[src/rtl/core/btwfp_pkg.sv]
// package: types, phase codes and status codes for the block/tx wire format parser
package btwfp_pkg;

  localparam int unsigned HashBytes = 32;
  localparam int unsigned CountBits = 32;

  localparam logic [7:0]  TagU16     = 8'd253;
  localparam logic [7:0]  TagU32     = 8'd254;
  localparam logic [63:0] MinU32Form = 64'h1_0000;
  localparam logic [63:0] MinU64Form = 64'h1_0000_0000;
  localparam logic [63:0] MaxSize    = 64'd4000000;
  localparam logic [63:0] CountMax   = 64'(64'hFFFF_FFFF >> (32 - CountBits));
  localparam logic [7:0]  SegwitFlag = 8'd1;

  localparam logic [1:0] ModeBlock  = 2'd0;
  localparam logic [1:0] ModeHeader = 2'd1;

  localparam logic [4:0] KindIgnored = 5'd21;

  typedef enum logic [4:0] {
    PH_BVER, PH_PREV, PH_MERKLE, PH_TIME, PH_BITS, PH_NONCE, PH_TXCOUNT, PH_TXVER,
    PH_INCOUNT, PH_FLAG, PH_HASH, PH_INDEX, PH_ISCRLEN, PH_ISCR, PH_SEQ,
    PH_OUTCOUNT, PH_AMOUNT, PH_OSCRLEN, PH_OSCR, PH_WCOUNT, PH_WLEN, PH_WBYTE,
    PH_LOCK, PH_DONE
  } phase_e;

  typedef enum logic [2:0] {
    ST_OK, ST_ACCEPTED, ST_TRUNCATED, ST_NONCANON, ST_LIMIT, ST_BADFLAG,
    ST_NOWITNESS, ST_TRAILING
  } status_e;

  typedef struct packed {
    logic [7:0] data_byte;
    logic       final_byte;
  } in_beat_t;

  typedef struct packed {
    logic [4:0]  field_kind;
    logic [4:0]  field_byte_index;
    logic [63:0] field_value;
    logic        field_complete;
    logic [2:0]  status;
    logic        message_end;
  } out_beat_t;

  function automatic logic [4:0] kind_of_phase(phase_e ph);
    case (ph)
      PH_OSCRLEN: kind_of_phase = 5'd12;
      PH_OSCR:    kind_of_phase = 5'd13;
      PH_WCOUNT:  kind_of_phase = 5'd17;
      PH_WLEN:    kind_of_phase = 5'd18;
      PH_WBYTE:   kind_of_phase = 5'd19;
      PH_LOCK:    kind_of_phase = 5'd20;
      PH_DONE:    kind_of_phase = KindIgnored;
      default:    kind_of_phase = 5'(ph);
    endcase
  endfunction

endpackage

[src/rtl/core/btwfp_cfg.sv]
// apb configuration register: message mode
module btwfp_cfg import btwfp_pkg::*; (
  input  logic        clk_i,
  input  logic        rst_ni,
  input  logic        psel,
  input  logic        penable,
  input  logic        pwrite,
  input  logic [1:0]  paddr,
  input  logic [31:0] pwdata,
  output logic [31:0] prdata,
  output logic        pready,
  output logic [1:0]  mode_o,
  output logic        restart_o
);
  logic [1:0] mode_q, mode_d;
  logic       wr;

  assign pready = 1'b1;
  assign wr = psel && penable && pwrite;
  assign restart_o = wr && (paddr == 2'd0);
  assign mode_d = restart_o ? pwdata[1:0] : mode_q;
  assign prdata = (paddr == 2'd0) ? {30'd0, mode_q} : 32'd0;
  // restart takes the mode being written
  assign mode_o = mode_d;

  always_ff @(posedge clk_i or negedge rst_ni) begin
    if (!rst_ni) begin
      mode_q <= ModeBlock;
    end else begin
      mode_q <= mode_d;
    end
  end
endmodule

[src/rtl/core/btwfp_core.sv]
// parse state and per-beat classification of message bytes
module btwfp_core import btwfp_pkg::*; (
  input  logic      clk_i,
  input  logic      rst_ni,
  input  logic [1:0] mode_i,
  input  logic      restart_i,
  input  logic      step_i,
  input  in_beat_t  beat_i,
  output out_beat_t beat_o
);
  phase_e      ph_q, ph_d;
  logic [5:0]  bif_q, bif_d;
  logic [63:0] acc_q, acc_d;
  logic [7:0]  tag_q, tag_d;
  logic [CountBits-1:0] txr_q, txr_d, inr_q, inr_d, intot_q, intot_d;
  logic [CountBits-1:0] outr_q, outr_d, scr_q, scr_d, wir_q, wir_d;
  logic        sw_q, sw_d, aw_q, aw_d, done_q, done_d;
  status_e     st_q, st_d;

  logic [7:0]  b;
  logic [63:0] val, sval;
  logic [CountBits-1:0] c;
  logic        comp, sdone, adv, is_tx;
  logic [2:0]  need;
  logic [5:0]  bif1;
  logic [CountBits-1:0] inr_dec, outr_dec, wir_dec, scr_dec;
  status_e     fst;
  phase_e      first_ph;

  assign b = beat_i.data_byte;
  assign is_tx = mode_i[1];
  assign first_ph = is_tx ? PH_TXVER : PH_BVER;
  assign bif1 = bif_q - 6'd1;
  assign need = (tag_q == TagU16) ? 3'd2 : (tag_q == TagU32) ? 3'd4 : 3'd0;
  assign inr_dec = inr_q - 1'b1;
  assign outr_dec = outr_q - 1'b1;
  assign wir_dec = wir_q - 1'b1;
  assign scr_dec = scr_q - 1'b1;

  always_comb begin
    ph_d = ph_q; bif_d = bif_q; acc_d = acc_q; tag_d = tag_q;
    txr_d = txr_q; inr_d = inr_q; intot_d = intot_q; outr_d = outr_q;
    scr_d = scr_q; wir_d = wir_q; sw_d = sw_q; aw_d = aw_q; done_d = done_q;
    st_d = st_q;
    val = '0; comp = 1'b0; adv = 1'b0; sdone = 1'b0; sval = '0; c = '0;
    beat_o.field_kind = KindIgnored;
    beat_o.field_byte_index = '0;
    if (st_q != ST_OK) begin
    end else if (ph_q == PH_DONE) begin
      st_d = ST_TRAILING;
    end else begin
      beat_o.field_kind = kind_of_phase(ph_q);
      beat_o.field_byte_index = bif_q[4:0];
      case (ph_q)
        PH_PREV, PH_MERKLE, PH_HASH: begin
          bif_d = bif_q + 6'd1;
          if (bif_d >= 6'(HashBytes)) begin
            bif_d = '0; adv = 1'b1;
          end
        end
        PH_ISCR, PH_OSCR, PH_WBYTE: begin
          bif_d = bif_q + 6'd1;
          scr_d = scr_dec;
          if (scr_dec == '0) begin
            bif_d = '0; adv = 1'b1;
          end
        end
        PH_TXCOUNT, PH_INCOUNT, PH_ISCRLEN, PH_OUTCOUNT, PH_OSCRLEN, PH_WCOUNT,
        PH_WLEN: begin
          if (bif_q == '0) begin
            if (b < TagU16) begin
              sdone = 1'b1; sval = {56'd0, b};
            end else begin
              tag_d = b; acc_d = '0; bif_d = 6'd1;
            end
          end else begin
            sval = acc_q | ({56'd0, b} << {bif1[2:0], 3'b000});
            acc_d = sval;
            bif_d = bif_q + 6'd1;
            if ((need == 3'd0) ? (bif_q[3:0] == 4'd8) : (bif_q[2:0] == need)) begin
              sdone = 1'b1; acc_d = '0; bif_d = '0;
              if (tag_q == TagU16) begin
                if (sval < 64'(TagU16)) st_d = ST_NONCANON;
              end else if (tag_q == TagU32) begin
                if (sval < MinU32Form) st_d = ST_NONCANON;
              end else if (sval < MinU64Form) st_d = ST_NONCANON;
              else if (sval > MaxSize) st_d = ST_LIMIT;
              if (st_d == ST_OK && sval > CountMax) st_d = ST_LIMIT;
            end
          end
          if (sdone) begin
            comp = 1'b1; val = sval;
            adv = (st_d == ST_OK);
          end
        end
        default: begin
          sval = acc_q | ({56'd0, b} << {bif_q[2:0], 3'b000});
          acc_d = sval;
          bif_d = bif_q + 6'd1;
          if ((ph_q == PH_AMOUNT) ? (bif_q == 6'd7) :
              (ph_q == PH_FLAG) ? 1'b1 : (bif_q == 6'd3)) begin
            comp = 1'b1; val = sval; acc_d = '0; bif_d = '0; adv = 1'b1;
          end
        end
      endcase
      c = val[CountBits-1:0];
      if (adv) begin
        case (ph_q)
          PH_BVER:   ph_d = PH_PREV;
          PH_PREV:   ph_d = PH_MERKLE;
          PH_MERKLE: ph_d = PH_TIME;
          PH_TIME:   ph_d = PH_BITS;
          PH_BITS:   ph_d = PH_NONCE;
          PH_NONCE: begin
            if (mode_i == ModeHeader) begin
              ph_d = PH_DONE; done_d = 1'b1;
            end else ph_d = PH_TXCOUNT;
          end
          PH_TXCOUNT: begin
            txr_d = c;
            if (c == '0) begin
              ph_d = PH_DONE; done_d = 1'b1;
            end else begin
              ph_d = PH_TXVER; sw_d = 1'b0; aw_d = 1'b0;
            end
          end
          PH_TXVER: ph_d = PH_INCOUNT;
          PH_INCOUNT: begin
            if (c == '0 && !sw_q) ph_d = PH_FLAG;
            else begin
              intot_d = c; inr_d = c;
              ph_d = (c == '0) ? PH_OUTCOUNT : PH_HASH;
            end
          end
          PH_FLAG: begin
            if (val == {56'd0, SegwitFlag}) begin
              sw_d = 1'b1; ph_d = PH_INCOUNT;
            end else if (val == '0) st_d = ST_NOWITNESS;
            else st_d = ST_BADFLAG;
          end
          PH_HASH:  ph_d = PH_INDEX;
          PH_INDEX: ph_d = PH_ISCRLEN;
          PH_ISCRLEN: begin
            scr_d = c;
            ph_d = (c == '0) ? PH_SEQ : PH_ISCR;
          end
          PH_ISCR: ph_d = PH_SEQ;
          PH_SEQ: begin
            inr_d = inr_dec;
            ph_d = (inr_dec != '0) ? PH_HASH : PH_OUTCOUNT;
          end
          PH_OUTCOUNT, PH_OSCRLEN, PH_OSCR: begin
            // output count zero or last output done ends the outputs
            if (ph_q == PH_OUTCOUNT) outr_d = c;
            if (ph_q == PH_OSCRLEN) scr_d = c;
            if (ph_q == PH_OUTCOUNT && c != '0) ph_d = PH_AMOUNT;
            else if (ph_q == PH_OSCRLEN && c != '0) ph_d = PH_OSCR;
            else if (ph_q != PH_OUTCOUNT && outr_dec != '0) begin
              outr_d = outr_dec; ph_d = PH_AMOUNT;
            end else begin
              if (ph_q != PH_OUTCOUNT) outr_d = outr_dec;
              if (!sw_q) ph_d = PH_LOCK;
              else begin
                inr_d = intot_q;
                if (intot_q != '0) ph_d = PH_WCOUNT;
                else if (!aw_q) st_d = ST_NOWITNESS;
                else ph_d = PH_LOCK;
              end
            end
          end
          PH_AMOUNT: ph_d = PH_OSCRLEN;
          PH_WCOUNT, PH_WLEN, PH_WBYTE: begin
            if (ph_q == PH_WCOUNT) begin
              wir_d = c;
              if (c != '0) aw_d = 1'b1;
            end
            if (ph_q == PH_WLEN) scr_d = c;
            if (ph_q == PH_WCOUNT && c != '0) ph_d = PH_WLEN;
            else if (ph_q == PH_WLEN && c != '0) ph_d = PH_WBYTE;
            else if (ph_q != PH_WCOUNT && wir_dec != '0) begin
              wir_d = wir_dec; ph_d = PH_WLEN;
            end else begin
              if (ph_q != PH_WCOUNT) wir_d = wir_dec;
              inr_d = inr_dec;
              if (inr_dec != '0) ph_d = PH_WCOUNT;
              else if (!aw_d) st_d = ST_NOWITNESS;
              else ph_d = PH_LOCK;
            end
          end
          PH_LOCK: begin
            if (is_tx) begin
              ph_d = PH_DONE; done_d = 1'b1;
            end else begin
              txr_d = txr_q - 1'b1;
              if (txr_d != '0) begin
                ph_d = PH_TXVER; sw_d = 1'b0; aw_d = 1'b0;
              end else begin
                ph_d = PH_DONE; done_d = 1'b1;
              end
            end
          end
          default: begin
            ph_d = PH_DONE; done_d = 1'b1;
          end
        endcase
      end
    end
    fst = st_d;
    if (beat_i.final_byte && st_d == ST_OK) fst = done_d ? ST_ACCEPTED : ST_TRUNCATED;
    beat_o.field_value = val;
    beat_o.field_complete = comp;
    beat_o.status = fst;
    beat_o.message_end = beat_i.final_byte;
  end

  always_ff @(posedge clk_i or negedge rst_ni) begin
    if (!rst_ni) begin
      ph_q <= PH_BVER; bif_q <= '0; acc_q <= '0; tag_q <= '0;
      txr_q <= '0; inr_q <= '0; intot_q <= '0; outr_q <= '0; scr_q <= '0; wir_q <= '0;
      sw_q <= 1'b0; aw_q <= 1'b0; done_q <= 1'b0; st_q <= ST_OK;
    end else if (restart_i || (step_i && beat_i.final_byte)) begin
      ph_q <= first_ph; bif_q <= '0; acc_q <= '0; tag_q <= '0;
      txr_q <= '0; inr_q <= '0; intot_q <= '0; outr_q <= '0; scr_q <= '0; wir_q <= '0;
      sw_q <= 1'b0; aw_q <= 1'b0; done_q <= 1'b0; st_q <= ST_OK;
    end else if (step_i) begin
      ph_q <= ph_d; bif_q <= bif_d; acc_q <= acc_d; tag_q <= tag_d;
      txr_q <= txr_d; inr_q <= inr_d; intot_q <= intot_d; outr_q <= outr_d;
      scr_q <= scr_d; wir_q <= wir_d; sw_q <= sw_d; aw_q <= aw_d; done_q <= done_d;
      st_q <= st_d;
    end
  end
endmodule

[src/rtl/core/block_tx_wire_format_parser.sv]
// top level: serialized block/header/transaction byte stream checker
// One byte is taken per cycle while in_stall_o is low and gives one result beat; the
// parse state is computed combinationally from the input beat and registered, so full
// rate is one byte per clock while the output is not stalled. An output register with a
// skid stage keeps the input open while a result waits. The message_mode register
// (address 0) selects full block, header only or single transaction; writing it restarts.
module block_tx_wire_format_parser import btwfp_pkg::*; (
  input  logic        clk_i,
  input  logic        rst_ni,
  input  logic        psel,
  input  logic        penable,
  input  logic        pwrite,
  input  logic [1:0]  paddr,
  input  logic [31:0] pwdata,
  output logic [31:0] prdata,
  output logic        pready,
  input  logic        in_valid_i,
  output logic        in_stall_o,
  input  in_beat_t    in_data_i,
  output logic        out_valid_o,
  input  logic        out_stall_i,
  output out_beat_t   out_data_o
);
  logic [1:0] mode;
  logic       restart, take;
  out_beat_t  res;
  logic       ov_q, ov_d, sv_q, sv_d;
  out_beat_t  od_q, od_d, sd_q, sd_d;

  btwfp_cfg u_cfg (
    .clk_i, .rst_ni, .psel, .penable, .pwrite, .paddr, .pwdata, .prdata, .pready,
    .mode_o(mode), .restart_o(restart)
  );

  assign in_stall_o = sv_q;
  assign take = in_valid_i && !sv_q;

  btwfp_core u_core (
    .clk_i, .rst_ni, .mode_i(mode), .restart_i(restart), .step_i(take),
    .beat_i(in_data_i), .beat_o(res)
  );

  always_comb begin
    ov_d = ov_q; od_d = od_q; sv_d = sv_q; sd_d = sd_q;
    if (!ov_q || !out_stall_i) begin
      if (sv_q) begin
        ov_d = 1'b1; od_d = sd_q; sv_d = 1'b0;
      end else begin
        ov_d = take; od_d = res;
      end
    end else if (take) begin
      sv_d = 1'b1; sd_d = res;
    end
  end

  always_ff @(posedge clk_i or negedge rst_ni) begin
    if (!rst_ni) begin
      ov_q <= 1'b0; sv_q <= 1'b0;
    end else begin
      ov_q <= ov_d; sv_q <= sv_d;
    end
  end

  always_ff @(posedge clk_i) begin
    od_q <= od_d; sd_q <= sd_d;
  end

  assign out_valid_o = ov_q;
  assign out_data_o = od_q;
endmodule

[config.mk]
export PLATFORM = sky130hd
export DESIGN_NAME = block_tx_wire_format_parser
export DESIGN_NICKNAME = d
export VERILOG_FILES = /design/src/rtl/core/btwfp_pkg.sv /design/src/rtl/core/btwfp_cfg.sv /design/src/rtl/core/btwfp_core.sv /design/src/rtl/core/block_tx_wire_format_parser.sv
export SDC_FILE = /design/constraint.sdc
export NUM_CORES = 1
export LEC_CHECK = 0
export BUFFER_PORTS_ARGS = -buffer_cell sky130_fd_sc_hd__buf_4
export CAP_MARGIN = 15
export CORE_AREA = 2 2 285 259
export CTS_BUF_LIST = sky130_fd_sc_hd__clkbuf_8 sky130_fd_sc_hd__clkbuf_16
export DETAILED_ROUTE_END_ITERATION = 7
export DIE_AREA = 0 0 287 261
export HOLD_SLACK_MARGIN = 0.15
export MAX_ROUTING_LAYER = met4
export SETUP_SLACK_MARGIN = 0.4
export SYNTH_ARGS = -nofsm -noshare
export SYNTH_HDL_FRONTEND = slang
export SYNTH_SLANG_ARGS = --single-unit
[constraint.sdc]
create_clock -name clk_i -period 11.9 [get_ports clk_i]
set_clock_uncertainty 0.2 [all_clocks]
set_input_delay 1.19 -clock clk_i [delete_from_list [all_inputs] [get_ports clk_i]]
set_output_delay 1.19 -clock clk_i [all_outputs]
set_load 0.03 [all_outputs]
==> flow_metrics.py <==
metrics = {
    "synth": {
        "synth_cells": 3201,
        "ys.flop_type": "dfrtp_1",
        "synth_fa_ha_area_share_pct": 0.526,
        "muxShareOfSynthArea_pct": 2.68,
        "synth_top_family_by_area": "compound AO/OA/AOI/OAI gates",
        "syn_area_um2": 28600,
        "synth-edff-count": 158,
        "ys_seq_area_share_pct": 41.6,
        "synthSimpleGateAreaFrac_pct": 20.2,
        "syn_area_per_cell_um2": 8.92,
        "synth_compound_area_share_pct": 27.5,
        "synth-xor-area-share_pct": 2.12,
        "yosys_warnings": 0,
        "ys_ff_latch": 443,
        "synth_cell_type_count": 102,
        "async_flop_share_pct": 64.3,
    },
    "floorplanning": {
        "start_util_pct": 39.6,
        "die_w_um": 287,
        "dieArea_um2": 74900,
        "core_um2": 72200,
        "num_io_pins": 164,
        "rows": 94,
        "fp.dieH_um": 261,
    },
    "global_route": {
        "grt_max_degree": 99,
        "met1_usage_pct": 39.0,
        "first_global_vias": 24868,
        "grt_busiest_layer": "met2",
        "grt_use_met2_pct": 40.8,
        "grtUsageMet3_pct": 4.78,
        "antenna_found_initial": 2,
        "grt.total_usage_pct": 28.2,
        "grt.overflow.total": 0,
        "grt_pass1_wl_mm": 159,
    },
    "worst_setup_path": {
        "startpoint_type": "flip-flop",
        "cpPeakStageDelay_ns": 0.77,
        "critical_path.slowest_cell": "nand3_1",
        "timing.rr.start": "u_core.ph_q[0]",
        "cp_max_fo": 30,
        "end_kind": "flip-flop",
        "cp.required_ns": 12.16,
        "path_buf_inv": 1,
        "worstPathCellList": "and2_0 > nand3_1 > nand4_1 > o22ai_2 > a21o_1 > and2_0 > nand2_1 > nand3_1 > nand2_1 > nor3_2 > buf_4 > a311oi_1",
        "worstSetupPathType": "flip-flop to flip-flop",
        "startpoint": "u_core.ph_q[0]",
        "cp.arrival_ns": 7.17,
        "cp_top_family": "simple AND/OR/NAND/NOR gates",
    },
    "cts": {
        "cts_setup_buffers": 0,
        "cts.sinks": 443,
        "path_clk_slew_ns": 0.06,
        "worstSkewPairLatency_ns": 0.63,
        "hold_buffers": 0,
        "root_buffer": "clkbuf_16",
        "clock_path_buffers": 3,
        "cts_made_buffers": 50,
        "cts_tree": "done",
        "cts_resized": 0,
        "cts.htree.levels": 2,
    },
    "hold_path": {
        "min_from": "u_core.tag_q[3]",
        "hp-class": "flip-flop to flip-flop",
    },
    "finish": {
        "diodes": 0,
        "final_common_cell": "nor2_1",
        "area_growth_pct": 10.9,
        "final_nets": 3206,
        "stdcell_count": 4146,
        "drive_gt1_share_pct": 11.3,
        "final_cell_mix": "nor2_1, dfrtp_1, nand2_1",
    },
    "timing": {
        "maxSlewViolCount": 0,
        "setup_viol": 0,
        "rsz0062_at_grt": "no",
        "final-hold-violation-count": 0,
        "fmax_mhz": 145,
        "min_period_over_period_pct": 58.1,
        "finalSetupTns_ns": 0,
        "relSlewSlack_pct": 21.6,
        "tightest_slew_ns": 1.17,
        "post-route-min-period_ns": 6.91,
    },
    "route": {
        "drc": 0,
        "via_per_inst": 6.52,
        "wirelength_mm": 105,
        "antenna_left": 0,
        "drt_first_pass_iters": 7,
        "drt-initial-drc-count": 3657,
        "num_vias": 27033,
        "wl_per_cell_um": 25.4,
    },
    "status": {
        "outcome": "finished, final reports clean",
    },
    "job": {
        "max-cap-violations": 0,
    },
    "placement": {
        "hpwl_mm": 67.9,
        "gp_congestion": 0.973,
        "dp.cells": 4052,
        "io_buffers": 102,
    },
    "power_and_ir_drop": {
        "p_leak_nw": 12.7,
        "irDropWorstVdd_uv": 168,
        "power_density_nw_per_um2": 257,
    },
}
-- layout make-up --
cell class / instances / area (µm²)
Tap cell: 960 / 1200
Clock buffer: 57 / 1360
Sequential cell: 443 / 11900
Clock inverter: 37 / 403
Inverter: 50 / 188
Multi-Input combinational cell: 2428 / 15400
Fill cell: 7208 / 40500
Timing Repair Buffer: 171 / 1290
-- cells by family after synthesis --
| logic type | count (synthesis) |
|---|---|
| and+or+nand+nor | 1131 |
| buffers and inverters | 359 |
| xor gates and xnor gates | 69 |
| DFF | 443 |
| other | 2 |
| muxes | 69 |
| adders and majority gates | 12 |
| AOI/OAI and AO/OA | 1116 |
-- metal layers --
layer / vias to the layer above / part of all wire [%]
met5: - / 0
met4: 0 / 4.2
met3: 177 / 8.7
met2: 1300 / 43
met1: 13391 / 44
li1: 12165 / -
-- state kept, by name (all words and copies together) (netlist names), 5 cells and up --
signal,flops
out_data_o,79
sd_q,79
u_core.acc_q,64
u_core.bif_q,6
u_core.inr_q,32
u_core.intot_q,32
u_core.outr_q,32
u_core.ph_q,5
u_core.scr_q,32
u_core.tag_q,8
u_core.txr_q,32
u_core.wir_q,32
-- synthesized netlist by cell type, types with 12 or more instances --
cell       instances  area [µm²]
nor2_1           312        1170
dfrtp_1          285        7130
nand2_1          247         927
a21oi_1          242        1210
clkbuf_1         227         852
o21ai_0          162         811
edfxtp_1         158        4740
nor3_1           116         581
a22o_1           104         911
o22ai_1           85         532
nor4_1            72         450
o31ai_1           71         533
a31oi_1           59         369
nand3_1           55         275
o22a_1            49         429
or3_1             49         307
inv_1             48         180
nand4_1           47         294
xor2_1            35         307
buf_4             34         255
mux2_1            34         383
xnor2_1           34         298
or4_1             33         248
o2bb2ai_1         32         280
a221oi_1          29         254
and3_1            28         175
buf_2             28         140
and2_1            25         156
mux2_2            25         282
a311oi_1          24         210
a221o_1           23         230
nor2b_1           21         131
a22oi_1           20         150
or2_2             19         119
nand2b_1          16         100
buf_1             14        52.6
o21a_1            14         105
a2111oi_0         13         114
a211oi_1          13        97.6
nor4b_1           13         114
o211ai_1          13        97.6
o21ai_1           13        65.1
ha_1              12         150
-- worst reg2reg max path, delay by kind of cell, from the launching register on --
| family | cells | cell delay [ns] |
|---|---|---|
| AND/OR/NAND/NOR | 8 | 4.16 |
| AO/OA/AOI/OAI | 3 | 1.35 |
| flip-flops | 1 | 0.71 |
| buffers and inverters | 1 | 0.33 |
-- path summary, 6_finish.rpt --
kind | to | slack, ns | cells past startpoint
max | u_core.outr_q[24] | 4.99 | 12
min | u_core.tag_q[3] | 0.28 | 2
max reg2reg | u_core.outr_q[24] | 4.99 | 12
min reg2reg | u_core.tag_q[3] | 0.28 | 2
max in group asynchronous | u_core.txr_q[14] | 8.73 | 3
min in group asynchronous | u_core.acc_q[57] | 0.40 | 1
-- stage by stage --
stage                     utilization, %  area [µm²]  total power [W]  hold slack, ns  setup WS [ns]
final                               43.9       31700          0.00813           0.281           4.99
after global routing                43.9       31700          0.00856           0.297           4.82
after CTS                           43.9       31700          0.00803           0.280           5.34
after detailed placement            41.4       29900          0.00635           0.265           5.36
after global placement              41.4       29900          0.00634           0.259           5.33
after floorplan                        -       28700          0.00511           0.247           4.66
-- report_power, final --
part	internal (W)	switching (W)	total, W
Combinational	0.00135	0.00287	0.00422
Sequential	0.00188	0.000371	0.00225
Clock	0.000973	0.000688	0.00166
Total	0.00421	0.00392	0.00813
(Power assumes the default switching activity.)
